### config.mk
export PLATFORM = sky130hd
export DESIGN_NAME = pdc_raster
export DESIGN_NICKNAME = d
export VERILOG_FILES = /design/src/hw/rtl/pdc_pkg.sv /design/src/hw/rtl/pdc_raster.sv
export SDC_FILE = /design/constraint.sdc
export NUM_CORES = 1
export LEC_CHECK = 0
export ABC_AREA = 1
export BUFFER_PORTS_ARGS = -buffer_cell sky130_fd_sc_hd__buf_2
export CAP_MARGIN = 30
export CORE_MARGIN = 2
export CORE_UTILIZATION = 60
export CTS_CLUSTER_SIZE = 25
export DETAILED_ROUTE_END_ITERATION = 6
export HOLD_SLACK_MARGIN = 0.03
export PLACE_DENSITY = 0.84
export SYNTH_ARGS = -nofsm -noshare
export SYNTH_HDL_FRONTEND = slang
export SYNTH_SLANG_ARGS = --single-unit
### constraint.sdc
create_clock -name clk -period 7.5 [get_ports clk]
set_input_delay 0.75 -clock clk [delete_from_list [all_inputs] [get_ports clk]]
set_output_delay 0.75 -clock clk [all_outputs]
set_load 0.05 [all_outputs]
### src/hw/rtl/pdc_pkg.sv
// ----------------------------------------------------------------------------
// pdc_pkg
// shared constants, configuration type and rgb565 helpers for the palette
// downscale compositor
// ----------------------------------------------------------------------------
package pdc_pkg;

	localparam int SOURCE_WIDTH_DEF    = 320;
	localparam int SOURCE_HEIGHT_DEF   = 200;
	localparam int PALETTE_ENTRIES_DEF = 256;

	localparam int COLOR_W = 16;
	localparam int APB_AW  = 5;
	localparam int APB_DW  = 32;

	// register indexes
	localparam logic [2:0] REG_SCALE_MODE     = 3'd0;
	localparam logic [2:0] REG_AVERAGE_ENABLE = 3'd1;
	localparam logic [2:0] REG_BLUE_FIRST     = 3'd2;
	localparam logic [2:0] REG_CROP_LEFT      = 3'd3;
	localparam logic [2:0] REG_CROP_WIDTH     = 3'd4;
	localparam logic [2:0] REG_CROP_ROWS      = 3'd5;

	// position mod 4 that is dropped in scale mode
	localparam logic [1:0] SKIP_AVG  = 2'd0;
	localparam logic [1:0] SKIP_DROP = 2'd3;

	localparam logic [COLOR_W-1:0] MIX_MASK = 16'hF7DE;

	typedef struct packed {
		logic       scale_mode;
		logic       average_enable;
		logic       blue_first;
		logic [8:0] crop_left;
		logic [8:0] crop_width;
		logic [7:0] crop_rows;
	} cfg_t;

	typedef struct packed {
		logic emit;
		logic row_end;
		logic frame_end;
	} mark_t;

	function automatic logic [COLOR_W-1:0] mix565(input logic [COLOR_W-1:0] x,
			input logic [COLOR_W-1:0] y);
		mix565 = (((x ^ y) & MIX_MASK) >> 1) + (x & y);
	endfunction

	function automatic logic [COLOR_W-1:0] pack565(input logic first,
			input logic [7:0] r, input logic [7:0] g, input logic [7:0] b);
		logic [7:0] hi;
		logic [7:0] lo;
		hi = first ? b : r;
		lo = first ? r : b;
		pack565 = {hi[7:3], g[7:2], lo[7:3]};
	endfunction

endpackage

### src/hw/rtl/pdc_raster.sv
// ----------------------------------------------------------------------------
// pdc_raster
// raster position counters and per-pixel emit, row end and frame end marks
// ----------------------------------------------------------------------------
module pdc_raster #(
	parameter int SOURCE_WIDTH  = pdc_pkg::SOURCE_WIDTH_DEF,
	parameter int SOURCE_HEIGHT = pdc_pkg::SOURCE_HEIGHT_DEF,
	parameter int CW = $clog2(SOURCE_WIDTH),
	parameter int RW = $clog2(SOURCE_HEIGHT)
) (
	input  logic           clk,
	input  logic           arst_n,
	input  pdc_pkg::cfg_t  cfg,
	input  logic           step,
	input  logic           frame_start,
	output logic [CW-1:0]  col,
	output pdc_pkg::mark_t mark
);
	import pdc_pkg::*;

	localparam int XW = ((CW > 9) ? CW : 9) + 1;
	localparam int YW = ((RW > 8) ? RW : 8) + 1;
	localparam int LAST_COL_AVG  = (((SOURCE_WIDTH - 1) % 4) == 0) ?
		SOURCE_WIDTH - 2 : SOURCE_WIDTH - 1;
	localparam int LAST_COL_DROP = (((SOURCE_WIDTH - 1) % 4) == 3) ?
		SOURCE_WIDTH - 2 : SOURCE_WIDTH - 1;
	localparam int LAST_ROW_AVG  = (((SOURCE_HEIGHT - 1) % 4) == 0) ?
		SOURCE_HEIGHT - 2 : SOURCE_HEIGHT - 1;
	localparam int LAST_ROW_DROP = (((SOURCE_HEIGHT - 1) % 4) == 3) ?
		SOURCE_HEIGHT - 2 : SOURCE_HEIGHT - 1;

	logic [CW-1:0] col_q;
	logic [RW-1:0] row_q;
	logic [CW-1:0] col_cur;
	logic [RW-1:0] row_cur;
	logic          col_last;
	logic          row_last;

	logic [1:0]    skip;
	logic          keep;
	logic          scale_rend;
	logic          scale_fend;

	logic [XW-1:0] col_x;
	logic [XW-1:0] cend_raw;
	logic [XW-1:0] cend;
	logic [YW-1:0] row_x;
	logic [YW-1:0] rend_row;
	logic          crop_in;
	logic          crop_rend;

	assign col_cur  = frame_start ? '0 : col_q;
	assign row_cur  = frame_start ? '0 : row_q;
	assign col_last = (col_cur == CW'(SOURCE_WIDTH - 1));
	assign row_last = (row_cur == RW'(SOURCE_HEIGHT - 1));

	always_ff @(posedge clk or negedge arst_n) begin
		if (!arst_n) begin
			col_q <= '0;
			row_q <= '0;
		end else if (step) begin
			if (col_last) begin
				col_q <= '0;
				row_q <= row_last ? '0 : row_cur + RW'(1);
			end else begin
				col_q <= col_cur + CW'(1);
				row_q <= row_cur;
			end
		end
	end

	// three-quarter scale
	assign skip = cfg.average_enable ? SKIP_AVG : SKIP_DROP;
	assign keep = (col_cur[1:0] != skip) && (row_cur[1:0] != skip);
	assign scale_rend = cfg.average_enable ? (col_cur == CW'(LAST_COL_AVG)) :
		(col_cur == CW'(LAST_COL_DROP));
	assign scale_fend = scale_rend && (cfg.average_enable ?
		(row_cur == RW'(LAST_ROW_AVG)) : (row_cur == RW'(LAST_ROW_DROP)));

	// crop window clipped to the frame
	assign col_x    = XW'(col_cur);
	assign row_x    = YW'(row_cur);
	assign cend_raw = XW'(cfg.crop_left) + XW'(cfg.crop_width);
	assign cend     = (cend_raw > XW'(SOURCE_WIDTH)) ? XW'(SOURCE_WIDTH) : cend_raw;
	assign rend_row = (YW'(cfg.crop_rows) > YW'(SOURCE_HEIGHT)) ?
		YW'(SOURCE_HEIGHT) : YW'(cfg.crop_rows);
	assign crop_in  = (col_x >= XW'(cfg.crop_left)) && (col_x < cend) && (row_x < rend_row);
	assign crop_rend = (col_x + XW'(1) == cend);

	always_comb begin
		if (cfg.scale_mode) begin
			mark.emit      = keep;
			mark.row_end   = keep && scale_rend;
			mark.frame_end = keep && scale_fend;
		end else begin
			mark.emit      = crop_in;
			mark.row_end   = crop_in && crop_rend;
			mark.frame_end = crop_in && crop_rend && (row_x + YW'(1) == rend_row);
		end
	end

	assign col = col_cur;

endmodule

==> flow_summary.json <==
{
  "outcome": "finished, final reports clean",
  "htreeDepth": 1,
  "die-area_um2": 5330,
  "drive_above_1_share_pct": 18.3,
  "period_minus_slack_ps": 5220,
  "nNetsFinal": 560,
  "seq_area_frac_synth_pct": 14.9,
  "syn_area_um2": 2860,
  "syn_inst": 443,
  "synth_top_cell_area_share_pct": 17.1,
  "placedCellCount": 536,
  "ys_ff_latch": 17,
  "startpoint": "cfg[17]",
  "drt_wl_total_mm": 7.14,
  "crit_path_end_kind": "primary output",
  "die-height_um": 73,
  "hold_viol": 0,
  "grt_pass1_wl_mm": 11.9,
  "synth-edff-count": 0,
  "yosysTopAreaCell": "ha_1",
  "rsz0062_at_grt": "no",
  "max_slew_margin_pct": 67.7,
  "worstPathMaxFanout": 11,
  "syn_to_final_growth_pct": 10.1,
  "synth_flop_cell": "dfrtp_1",
  "coreArea_um2": 4660,
  "crit_type": "primary input to primary output",
  "finalMaxSlewViolations": 0,
  "fin_crit_sh_pct": 69.6,
  "numCtsBuffers": 3,
  "setup.worst_path.end": "mark[0]",
  "avgViaCountPerCell": 5.53,
  "cts_tree": "done",
  "start_util_pct": 61.3,
  "grt_overflow": 0,
  "cp-start-kind": "primary input",
  "wl_per_cell_um": 13.2,
  "drt_pass1_iterations": 4,
  "timing.fmax_ghz": 0.192,
  "synth_area_leaders": "ha_1, dfrtp_1, nand2_1, inv_1, nor2_1",
  "fin_tns_setup_ps": 0,
  "avgSynthCellArea_um2": 6.45,
  "grt_max_degree": 20,
  "track_usage_pct": 28.0,
  "cts_hold_buf": 0,
  "setup_ws_ps": 2280,
  "drv_cap": 0,
  "root_buffer": "clkbuf_8",
  "clock_path_buffers": 2,
  "clock_sinks": 17,
  "async_flop_share_pct": 100,
  "irDropWorstVdd_mv": 0.0875,
  "cts_resized": 0,
  "worst-r2r-setup-slack_ps": 5230,
  "worst_pin_slew_ps": 485,
  "grt_pass1_vias": 2810,
  "reg2reg_from": "col_q[0]$_DFFE_PN0P_",
  "ant_nets": 0,
  "mostFrequentLayoutCells": "nand2_1, inv_1, nor2_1",
  "clock_latency_ps": 270,
  "ys_warn_count": 0,
  "io_buffers": 43,
  "drc": 0,
  "p_leak_nw": 1.74,
  "cts_setup_buffers": 0,
  "dpl_worst_slack_ps": 2300,
  "antenna_found_initial": 0,
  "syn-num-nets": 516,
  "layout_commonest_cell": "nand2_1",
  "reg2reg_to": "row_q[4]$_DFFE_PN0P_",
  "required_ps": 6750,
  "setup_viol": 0,
  "vias": 2988,
  "num_io_pins": 45,
  "hpwl_mm": 5.92,
  "power_density_nw_per_um2": 110,
  "die_width_um": 73,
  "arrival_ps": 4470,
  "gp_congestion": 0.920,
  "clk_pin_slew_ps": 80,
  "nFillCells": 447,
  "hold_class": "primary input to async pin",
  "fin_skew_ps": 11.1,
  "drtIter0Drc": 154,
  "stdcell_count": 540,
  "antenna_cells": 0,
  "ys_types": 42,
  "reg2reg_depth": 10,
  "rows": 25
}
logic make-up (layout without fill, tap and decap cells):
logic type	after synthesis	after routing	synth area share, %
adder cells (fa/ha/maj)	40	40	17.8
flip-flops	17	17	14.9
AND/OR/NAND/NOR	221	221	37.7
buffers and inverters	91	134	12.8
AO/OA/AOI/OAI	63	63	13.4
XOR/XNOR	11	11	3.37
worst max-delay path, cell delays in order:
cell and delay, ps:
buf_2 100, ha_1 180, inv_1 60, fa_1 410, inv_1 90, nand2_1 50, nand2_1 120, nand3_1 110
nand3_1 120, nand2_2 80, nor2_2 120, nand3_2 80, nand2_2 270, nand2_1 180, ha_1 320, a21oi_1 130
o21ai_0 90, a211oi_1 250, o221ai_1 160, nor2_1 160, nand3_1 80, nor2_1 120, nand3_1 100, nand2_1 70
buf_2 250
cells in the mapped netlist, types with 3 or more instances:
| library cell | number |
|---|---|
| dfrtp_1 | 17 |
| a21oi_1 | 19 |
| o21ai_0 | 17 |
| nand3_2 | 4 |
| nand2_2 | 17 |
| xnor2_1 | 4 |
| xor2_1 | 7 |
| nor3_1 | 7 |
| or2_2 | 3 |
| o221ai_1 | 6 |
| inv_2 | 3 |
| nand4_1 | 9 |
| nand3_1 | 21 |
| ha_1 | 39 |
| o211ai_1 | 3 |
| a22oi_1 | 4 |
| nor2_1 | 45 |
| nand2_1 | 96 |
| nand2_4 | 3 |
| nor2_2 | 5 |
| nand3b_1 | 4 |
| o22ai_1 | 8 |
| inv_1 | 83 |
worst min-delay path by stage:
stage	end	slack, ps	cells after the start
floorplan	col_q[0]$_DFFE_PN0P_	450	0
global placement	col_q[1]$_DFFE_PN0P_	480	2
detailed placement	col_q[2]$_DFFE_PN0P_	500	2
CTS	col_q[6]$_DFFE_PN0P_	420	1
global route	col_q[7]$_DFFE_PN0P_	430	1
finish	col_q[7]$_DFFE_PN0P_	400	1
power breakdown:
part | switching, mW | internal, mW | leakage, nW
sequential | 0.00354 | 0.0972 | 0.229
clock | 0.0359 | 0.0379 | 0.0228
combinational | 0.112 | 0.0594 | 1.49
total | 0.151 | 0.194 | 1.74
cell type report:
class,instances,area [um2],area share (%)
Inverter,87,327,10.4
Clock buffer,4,45.0,1.43
Multi-Input combinational cell,335,2060,65.7
Sequential cell,17,425,13.5
Timing Repair Buffer,43,215,6.84
Tap cell,54,67.6,2.15
through the flow:
| stage | utilization [%] | power, mW | instance area, um2 | hold WS [ps] |
|---|---|---|---|---|
| 6_report | 67.5 | 0.346 | 3140 | 400 |
| 5_1_grt | 67.5 | 0.371 | 3140 | 431 |
| 4_1_cts | 67.5 | 0.345 | 3140 | 422 |
| 3_5_place_dp | 66.5 | 0.272 | 3100 | 496 |
| 3_3_place_gp | 66.5 | 0.266 | 3100 | 478 |
| 2_1_floorplan | - | 0.235 | 2860 | 453 |
state kept, by name, indices dropped and copies added, names as in the netlist:
name	flops
row_q	8
col_q	9
layer usage:
layer	track usage (%)	up-vias	wire (um)	part of all wire [%]
met2	51.6	77	3640	51
met4	9.26	0	174	2.4
met1	32.7	1366	3080	43
met3	4.01	19	247	3.5
met5	0	-	0	0
li1	-	1526	-	-
No activity file was read; power rests on OpenSTA's default activity.
