### src/hw/rtl/pdc_pkg.sv
// ----------------------------------------------------------------------------
// pdc_pkg
// shared constants, configuration type and rgb565 helpers for the palette
// downscale compositor
// ----------------------------------------------------------------------------
package pdc_pkg;

	localparam int SOURCE_WIDTH_DEF    = 320;
	localparam int SOURCE_HEIGHT_DEF   = 200;
	localparam int PALETTE_ENTRIES_DEF = 256;

	localparam int COLOR_W = 16;
	localparam int APB_AW  = 5;
	localparam int APB_DW  = 32;

	// register indexes
	localparam logic [2:0] REG_SCALE_MODE     = 3'd0;
	localparam logic [2:0] REG_AVERAGE_ENABLE = 3'd1;
	localparam logic [2:0] REG_BLUE_FIRST     = 3'd2;
	localparam logic [2:0] REG_CROP_LEFT      = 3'd3;
	localparam logic [2:0] REG_CROP_WIDTH     = 3'd4;
	localparam logic [2:0] REG_CROP_ROWS      = 3'd5;

	// position mod 4 that is dropped in scale mode
	localparam logic [1:0] SKIP_AVG  = 2'd0;
	localparam logic [1:0] SKIP_DROP = 2'd3;

	localparam logic [COLOR_W-1:0] MIX_MASK = 16'hF7DE;

	typedef struct packed {
		logic       scale_mode;
		logic       average_enable;
		logic       blue_first;
		logic [8:0] crop_left;
		logic [8:0] crop_width;
		logic [7:0] crop_rows;
	} cfg_t;

	typedef struct packed {
		logic emit;
		logic row_end;
		logic frame_end;
	} mark_t;

	function automatic logic [COLOR_W-1:0] mix565(input logic [COLOR_W-1:0] x,
			input logic [COLOR_W-1:0] y);
		mix565 = (((x ^ y) & MIX_MASK) >> 1) + (x & y);
	endfunction

	function automatic logic [COLOR_W-1:0] pack565(input logic first,
			input logic [7:0] r, input logic [7:0] g, input logic [7:0] b);
		logic [7:0] hi;
		logic [7:0] lo;
		hi = first ? b : r;
		lo = first ? r : b;
		pack565 = {hi[7:3], g[7:2], lo[7:3]};
	endfunction

endpackage

### src/hw/rtl/pdc_cfg.sv
// ----------------------------------------------------------------------------
// pdc_cfg
// apb register file holding mode, palette order and crop window settings
// ----------------------------------------------------------------------------
module pdc_cfg (
	input  logic                  clk,
	input  logic                  arst_n,
	input  logic                  psel,
	input  logic                  penable,
	input  logic                  pwrite,
	input  logic [pdc_pkg::APB_AW-1:0] paddr,
	input  logic [pdc_pkg::APB_DW-1:0] pwdata,
	output logic [pdc_pkg::APB_DW-1:0] prdata,
	output logic                  pready,
	output pdc_pkg::cfg_t         cfg
);
	import pdc_pkg::*;

	cfg_t       cfg_q;
	logic [2:0] reg_idx;
	logic       wr_en;

	assign reg_idx = paddr[4:2];
	assign wr_en   = psel && penable && pwrite;
	assign pready  = 1'b1;
	assign cfg     = cfg_q;

	always_ff @(posedge clk or negedge arst_n) begin
		if (!arst_n) begin
			cfg_q.scale_mode     <= 1'b0;
			cfg_q.average_enable <= 1'b1;
			cfg_q.blue_first     <= 1'b1;
			cfg_q.crop_left      <= 9'd40;
			cfg_q.crop_width     <= 9'd240;
			cfg_q.crop_rows      <= 8'd200;
		end else if (wr_en) begin
			unique case (reg_idx)
				REG_SCALE_MODE:     cfg_q.scale_mode     <= pwdata[0];
				REG_AVERAGE_ENABLE: cfg_q.average_enable <= pwdata[0];
				REG_BLUE_FIRST:     cfg_q.blue_first     <= pwdata[0];
				REG_CROP_LEFT:      cfg_q.crop_left      <= pwdata[8:0];
				REG_CROP_WIDTH:     cfg_q.crop_width     <= pwdata[8:0];
				REG_CROP_ROWS:      cfg_q.crop_rows      <= pwdata[7:0];
				default: ;
			endcase
		end
	end

	always_comb begin
		unique case (reg_idx)
			REG_SCALE_MODE:     prdata = APB_DW'(cfg_q.scale_mode);
			REG_AVERAGE_ENABLE: prdata = APB_DW'(cfg_q.average_enable);
			REG_BLUE_FIRST:     prdata = APB_DW'(cfg_q.blue_first);
			REG_CROP_LEFT:      prdata = APB_DW'(cfg_q.crop_left);
			REG_CROP_WIDTH:     prdata = APB_DW'(cfg_q.crop_width);
			REG_CROP_ROWS:      prdata = APB_DW'(cfg_q.crop_rows);
			default:            prdata = '0;
		endcase
	end

endmodule

### config.mk
export PLATFORM = sky130hd
export DESIGN_NAME = pdc_cfg
export DESIGN_NICKNAME = d
export VERILOG_FILES = /design/src/hw/rtl/pdc_pkg.sv /design/src/hw/rtl/pdc_cfg.sv
export SDC_FILE = /design/constraint.sdc
export NUM_CORES = 1
export LEC_CHECK = 0
export ABC_AREA = 1
export BUFFER_PORTS_ARGS = -buffer_cell sky130_fd_sc_hd__buf_2
export CELL_PAD_IN_SITES_DETAIL_PLACEMENT = 1
export CELL_PAD_IN_SITES_GLOBAL_PLACEMENT = 1
export CORE_ASPECT_RATIO = 1.1
export CORE_MARGIN = 2
export CORE_UTILIZATION = 31
export CTS_CLUSTER_SIZE = 8
export DETAILED_ROUTE_END_ITERATION = 10
export PLACE_DENSITY_LB_ADDON = 0.1
export REMOVE_ABC_BUFFERS = 1
export SLEW_MARGIN = 20
export SYNTH_ARGS = -nofsm -noshare
export SYNTH_HDL_FRONTEND = slang
export SYNTH_SLANG_ARGS = --single-unit
### constraint.sdc
create_clock -name clk -period 3.1 [get_ports clk]
set_clock_uncertainty 0.05 [all_clocks]
set_input_delay 0.62 -clock clk [delete_from_list [all_inputs] [get_ports clk]]
set_output_delay 0.62 -clock clk [all_outputs]
set_load 0.01 [all_outputs]
==> results.tsv, run 1 <==
metric	value	unit
status	finished clean	
antenna viol nets, final	0	
final WL	4510	µm
Leak	0.00109	µW
input/output buffers	54	
First DRT Iteration DRCs	57	
post-route cell area	0.00194	mm²
reg2reg start	cfg[7]	
core area	0.00507	mm²
Syn Inst Count	206	
Slowest-stage cell, CP	inv_2	
WP data arrival	1.75	ns
slowest stage delay, CP	0.24	ns
Worst R2R Path Depth	2	
final RePlAce weighted congestion	0.782	
Reg area	739	µm²
H-tree depth	2	
area used by multi-input combinational logic	718	µm²
main flop type after synthesis	dfrtp_1	
# diodes	0	
grt ovf	0	
Rows	27	
maximum root-to-sink buffer count	2	
layout cells sized above 1	32.1	%
syn avg cell area	7.95	µm²
vias per cell	4.56	
Cell Chain, Critical Path	buf_2, nor2_2, nand2_2, inv_2, nand2_1, nand3_1, buf_2	
register area share after synthesis	45.1	%
post-synthesis cell type count	25	
DR DRC count	0	
TritonCTS clock tree	built	
Syn-to-layout area delta	18.4	%
pin count of the biggest net entering global routing	30	
Startpoint Class	input port	
HP Class	input port to async pin	
CP max FO	11	
Post-CTS Repair Setup Buffers	0	
worst-margin pin slew	0.679	ns
crit share post-route	78.2	%
post-layout util	38.3	%
1st-pass router iterations	4	
Tot GR Track Use	16.1	%
RSZ-0062 raised after global routing	false	
Tmin final	2.42	ns
Clock Latency Late Sink	0.27	ns
Yosys reg bits	29	
Setup violations, final	0	
Fill cells	652	
Post-CTS Resized	0	
Hold Buf Count CTS	0	
Synth Warn #	0	
first-pass GRT wire length	7060	µm
I/O pins	104	
vias in the first global route	1441	
Via Count	1460	
Die Width	73.3	µm
Die H	80.2	µm
Worst VDD drop	0.000269	V
starting density of the core	32.3	%
Max Cap Viol	0	
ys async rst share	100	%
reg-to-reg slack, setup	2.29	ns
top cell family by delay on the critical path	simple AND/OR/NAND/NOR gates	
number of antenna violations at the first check in global routing	0	
crit path capture type	primary output	
WP data required	2.43	ns
DP Area	0.00185	mm²
Slew headroom	54.8	%
setup TNS	0	ns
fin. max-slew vios	0	
PwrDens	574	mW/mm²
Fin. Hold Viols	0	
DP Wirelength	3190	µm
Critical Setup Path Class	input port to primary output	
Die ar.	0.00588	mm²
CTS clk-pin slew, worst paths	0.06	ns
Final Net Count	303	
Num CTS Buffers	5	
WP buf/inv	3	
number of synthesized flops with an enable pin	0	
hold slack	0.330	ns
root buffer cell	clkbuf_8	
mean routed wirelength per cell	14.1	µm
Fmax	0.413	GHz
crit-path most repeated cell	buf_2	
R2R Path End	cfg[7]	
mapped cell area	0.00164	mm²
max reg flops	29	
clk sinks	29	
## synth_stat cells, drive strengths merged (2+ instances only)
| library cell | n | area, µm² |
|---|---|---|
| conb | 2 | 7.51 |
| nor2 | 8 | 61.3 |
| inv | 10 | 37.5 |
| o21ai | 29 | 145 |
| dfrtp | 18 | 450 |
| nand4 | 2 | 12.5 |
| nand2 | 80 | 310 |
| buf | 27 | 214 |
| nand3 | 13 | 82.6 |
| dfstp | 11 | 289 |
| clkbuf | 2 | 7.51 |
## final cells by class
class | instances | share of cell area, %
sequential | 29 | 38.1
inverter | 11 | 2.13
multi-input combinational | 159 | 37.0
timing repair buffer | 55 | 14.3
tap | 58 | 3.74
clock buffer | 8 | 4.65
## cells in the final DEF, fill, tap and decap left out
master    instances
nand3_1          11
buf_2            54
inv_1             7
nand2_1          78
nor2_8            1
nand3_2           1
nand3_4           1
inv_2             3
dfrtp_1          18
a21oi_1           1
o21ai_1           6
nor2_1            3
conb_1           24
clkinv_1          1
nand2_4           1
clkbuf_8          6
nor2_2            3
nand4_1           2
buf_4             1
nor2_4            1
o22ai_1           1
nor3_1            1
dfstp_2          11
clkbuf_1          2
nand2_2           1
o21ai_0          23
## worst max-delay path by stage
stage	from	end	slack, ns	depth (start not counted)
after floorplan	paddr[3]	prdata[4]	1.23	5
after global placement	paddr[3]	prdata[2]	0.69	7
after detailed placement	paddr[3]	prdata[2]	0.71	7
after CTS	paddr[3]	prdata[2]	0.68	7
after global routing	paddr[3]	prdata[2]	0.61	7
final	paddr[3]	prdata[2]	0.68	7
## stage by stage
| step | power [µW] | std cells | setup slack [ns] |
|---|---|---|---|
| 6_report | 1110 | 320 | 0.676 |
| 3_5_place_dp | 803 | 312 | 0.711 |
| 3_3_place_gp | 798 | 312 | 0.693 |
| 2_1_floorplan | 660 | 199 | 1.23 |
| 4_1_cts | 1130 | 320 | 0.680 |
| 5_1_grt | 1190 | 320 | 0.609 |
## logic make-up after synthesis
group           after synthesis  synth area share, %
compound gates               31                 9.55
simple gates                104                 28.8
flops                        29                 45.1
other cells                   2                0.459
buf+inv                      40                 16.0
## power breakdown
group          total, µW  switching [µW]  internal, µW  leakage, µW
Sequential           520            49.3           471     0.000343
Combinational        271             170           101     0.000699
Clock                322             141           181    0.0000455
## routing by layer
metal / part of all wire, % / track usage [%]
met5: 0 / 0
met4: 1.2 / 5.45
met3: 6.1 / 4.14
met2: 47 / 25.6
met1: 46 / 21.0
Power figures use the tool's default switching activity.
==> run 2, diff against run 1 <==
ABC_AREA = 0   (was 1)
CORE_UTILIZATION = 28   (was 31)
clock period = 2.1 ns   (was 3.1 ns; I/O delays follow)
==> run 2 against run 1 <==
Wire length fell by 12%. Sequential share of layout area fell by 0.84 points. Final area rose by 2.3%. Sequential cell count did not move. Critical path type unchanged.
==> results.tsv, run 2 <==
metric	value	unit	change
fin. max-slew vios	0		unchanged
Fin. Hold Viols	0		unchanged
pin count of the biggest net entering global routing	30		unchanged
number of antenna violations at the first check in global routing	0		unchanged
Via Count	1153		-21%
Final Net Count	229		-24%
antenna viol nets, final	0		unchanged
Slowest-stage cell, CP	nand2b_1		
Int Power	1310	µW	+74%
most frequent cells in the layout	54 x buf_2, 24 x conb_1, 20 x mux2_2		
Fmax	0.507	GHz	
Yosys reg bits	29		unchanged
clk sinks	29		unchanged
WP data required	1.63	ns	-0.80 ns
first-pass GRT wire length	6420	µm	-9.0%
Slew headroom	57.3	%	+2.6 points
vias in the first global route	1212		-16%
final WL	3980	µm	-12%
Cell Chain, Critical Path	buf_2, nand2b_1, nor2_1, a221o_1, buf_2		
Clock Latency Late Sink	0.27	ns	about the same
post-synthesis cell type count	24		-4.0%
First DRT Iteration DRCs	10		-82%
crit path capture type	primary output		
Startpoint Class	input port		
grt ovf	0		unchanged
Switching Fraction	27.8	%	-4.6 points
Die H	83.4	µm	+4.0%
status	finished clean		
# diodes	0		unchanged
leading cell type in the layout, fill and taps excluded	buf_2		
slowest stage delay, CP	0.35	ns	+0.11 ns
DR DRC count	0		unchanged
Synth top area share	28.1	%	+0.56 points
root buffer cell	clkbuf_8		
mean routed wirelength per cell	15.1	µm	+7.3%
input/output buffers	54		unchanged
max reg flops	29		unchanged
top cells by area, synth	dfrtp_1 28%, dfstp_2 18%, mux2_2 14%		
Hold Buf Count CTS	0		unchanged
mapped cell area	0.00161	mm²	-2.0%
DP Wirelength	3030	µm	-4.9%
Syn Inst Count	127		-38%
RSZ-0062 raised after global routing	false		
DP Worst Slack	0.120	ns	-0.591 ns
Tmin final	1.97	ns	
WP buf/inv	2		-1
Setup violations, final	0		unchanged
Post-CTS Resized	0		unchanged
vias per cell	4.38		-3.9%
Tot GR Track Use	12.9	%	-3.1 points
Comb power frac	24.6	%	+0.3 points
switching power	506	µW	+40%
PwrDens	917	mW/mm²	+60%
Clk pwr share	32.3	%	+3.4 points
main flop type after synthesis	dfrtp_1		
layout cells sized above 1	59.0	%	+27 points
Layout Cells excl Fill	263		-18%
Synth top cells by count	24 x buf_4, 20 x mux2_2, 18 x dfrtp_1, 11 x dfstp_2		
CTS clk-pin slew, worst paths	0.06	ns	about the same
I/O pins	104		unchanged
Synth Warn #	0		unchanged
crit share post-route	94.0	%	
Num CTS Buffers	5		unchanged
Die Width	76.2	µm	+3.9%
top cell family by delay on the critical path	simple AND/OR/NAND/NOR gates		
reg-to-reg slack, setup	1.27	ns	-1.02 ns
total power	1820	µW	+63%
crit path to	prdata[0]		
sequential share of power	43.1	%	-3.6 points
setup TNS	0	ns	unchanged
H-tree depth	2		unchanged
maximum root-to-sink buffer count	2		unchanged
number of synthesized flops with an enable pin	0		unchanged
CP max FO	7		-4
PnR worst setup slack	0.126	ns	-0.550 ns
core area	0.00547	mm²	+7.9%
1st-pass router iterations	3		-1
reg2reg start	cfg[2]		
WP data arrival	1.50	ns	-0.25 ns
Die ar.	0.00636	mm²	+8.1%
starting density of the core	29.4	%	-2.9 points
Inst Count DP	255		-18%
Critical Setup Path Class	input port to primary output		
Worst VDD drop	0.000426	V	+58%
Leak	0.00103	µW	-5.0%
Post-CTS Repair Setup Buffers	0		unchanged
worst-margin pin slew	0.640	ns	-0.0383 ns
crit-path most repeated cell	buf_2		
area leader, netlist	dfrtp_1		
syn avg cell area	12.6	µm²	+59%
most common cell in the synthesized netlist	buf_4		
register area share after synthesis	46.1	%	+0.91 points
Worst R2R Path Depth	1		-1
ys async rst share	100	%	unchanged
final RePlAce weighted congestion	0.712		-8.9%
R2R Path End	cfg[2]		
Rows	28		+3.7%
Max Cap Viol	0		unchanged
CP Launch Point	paddr[3]		
TritonCTS clock tree	built		
HP Class	input port to async pin		
Levels on crit path	5		-2
Syn-to-layout area delta	23.5	%	
-- run 2: cell count changes in the layout (fill, tap and decap cells not counted), moves of 3 or more --
cell,before,now
nand2_1,78,7
mux2_2,0,20
o21ai_0,23,7
nand3_1,11,1
mux2_4,0,9
mux2i_1,0,9
inv_1,7,1
o21ai_1,6,0
buf_4,1,6
inv_2,3,0
nor2_2,3,0
-- run 2: worst min-delay path by stage --
stage / start / endpoint / slack, ns / depth (start not counted)
after detailed placement: arst_n / cfg[28] / 0.44 / 1
after CTS: arst_n / cfg[25] / 0.14 / 1
after global placement: arst_n / cfg[28] / 0.43 / 1
final: arst_n / cfg[28] / 0.12 / 1
after floorplan: arst_n / cfg[0] / 0.07 / 0
after global routing: arst_n / cfg[25] / 0.16 / 1
-- run 2: layout make-up --
| type | count | area (µm²) |
|---|---|---|
| inverter | 1 | 3.75 |
| sequential | 29 | 739 |
| tap | 75 | 93.8 |
| multi-input combinational | 90 | 714 |
| clock inverter | 1 | 30.0 |
| timing repair buffer | 60 | 315 |
| clock buffer | 7 | 86.3 |
| fill | 646 | 3480 |
-- run 2: power groups by stage --
stage               registers [µW]  logic [µW]  clock network, µW
finish                         783         447                588
global route                   801         489                639
CTS                            788         455                606
detailed placement             797         453                  0
global placement               784         444                  0
floorplan                      835         191                  0
-- run 2: metrics by stage --
step           hold slack (ns)  util, %  area [µm²]
2_1_floorplan           0.0744        -        1460
3_3_place_gp             0.433     34.2        1870
3_5_place_dp             0.438     34.2        1870
4_1_cts                  0.140     36.3        1980
5_1_grt                  0.160     36.3        1980
6_report                 0.115     36.3        1980
-- run 2: per-layer routing --
metal,vias to the layer above,global-route usage [%],routed length [µm]
met5,-,0,0
met4,0,5.45,63
met3,6,4.24,298
met2,57,21.4,1820
met1,570,15.4,1800
li1,520,-,-
-- run 2: kinds of logic after synthesis --
| logic type | count (synthesis) | share of synthesized area (%) |
|---|---|---|
| mux | 38 | 28.1 |
| buf+inv | 30 | 14.6 |
| flops | 29 | 46.1 |
| simple gates | 18 | 6.94 |
| compound gates | 10 | 3.90 |
| other cells | 2 | 0.468 |
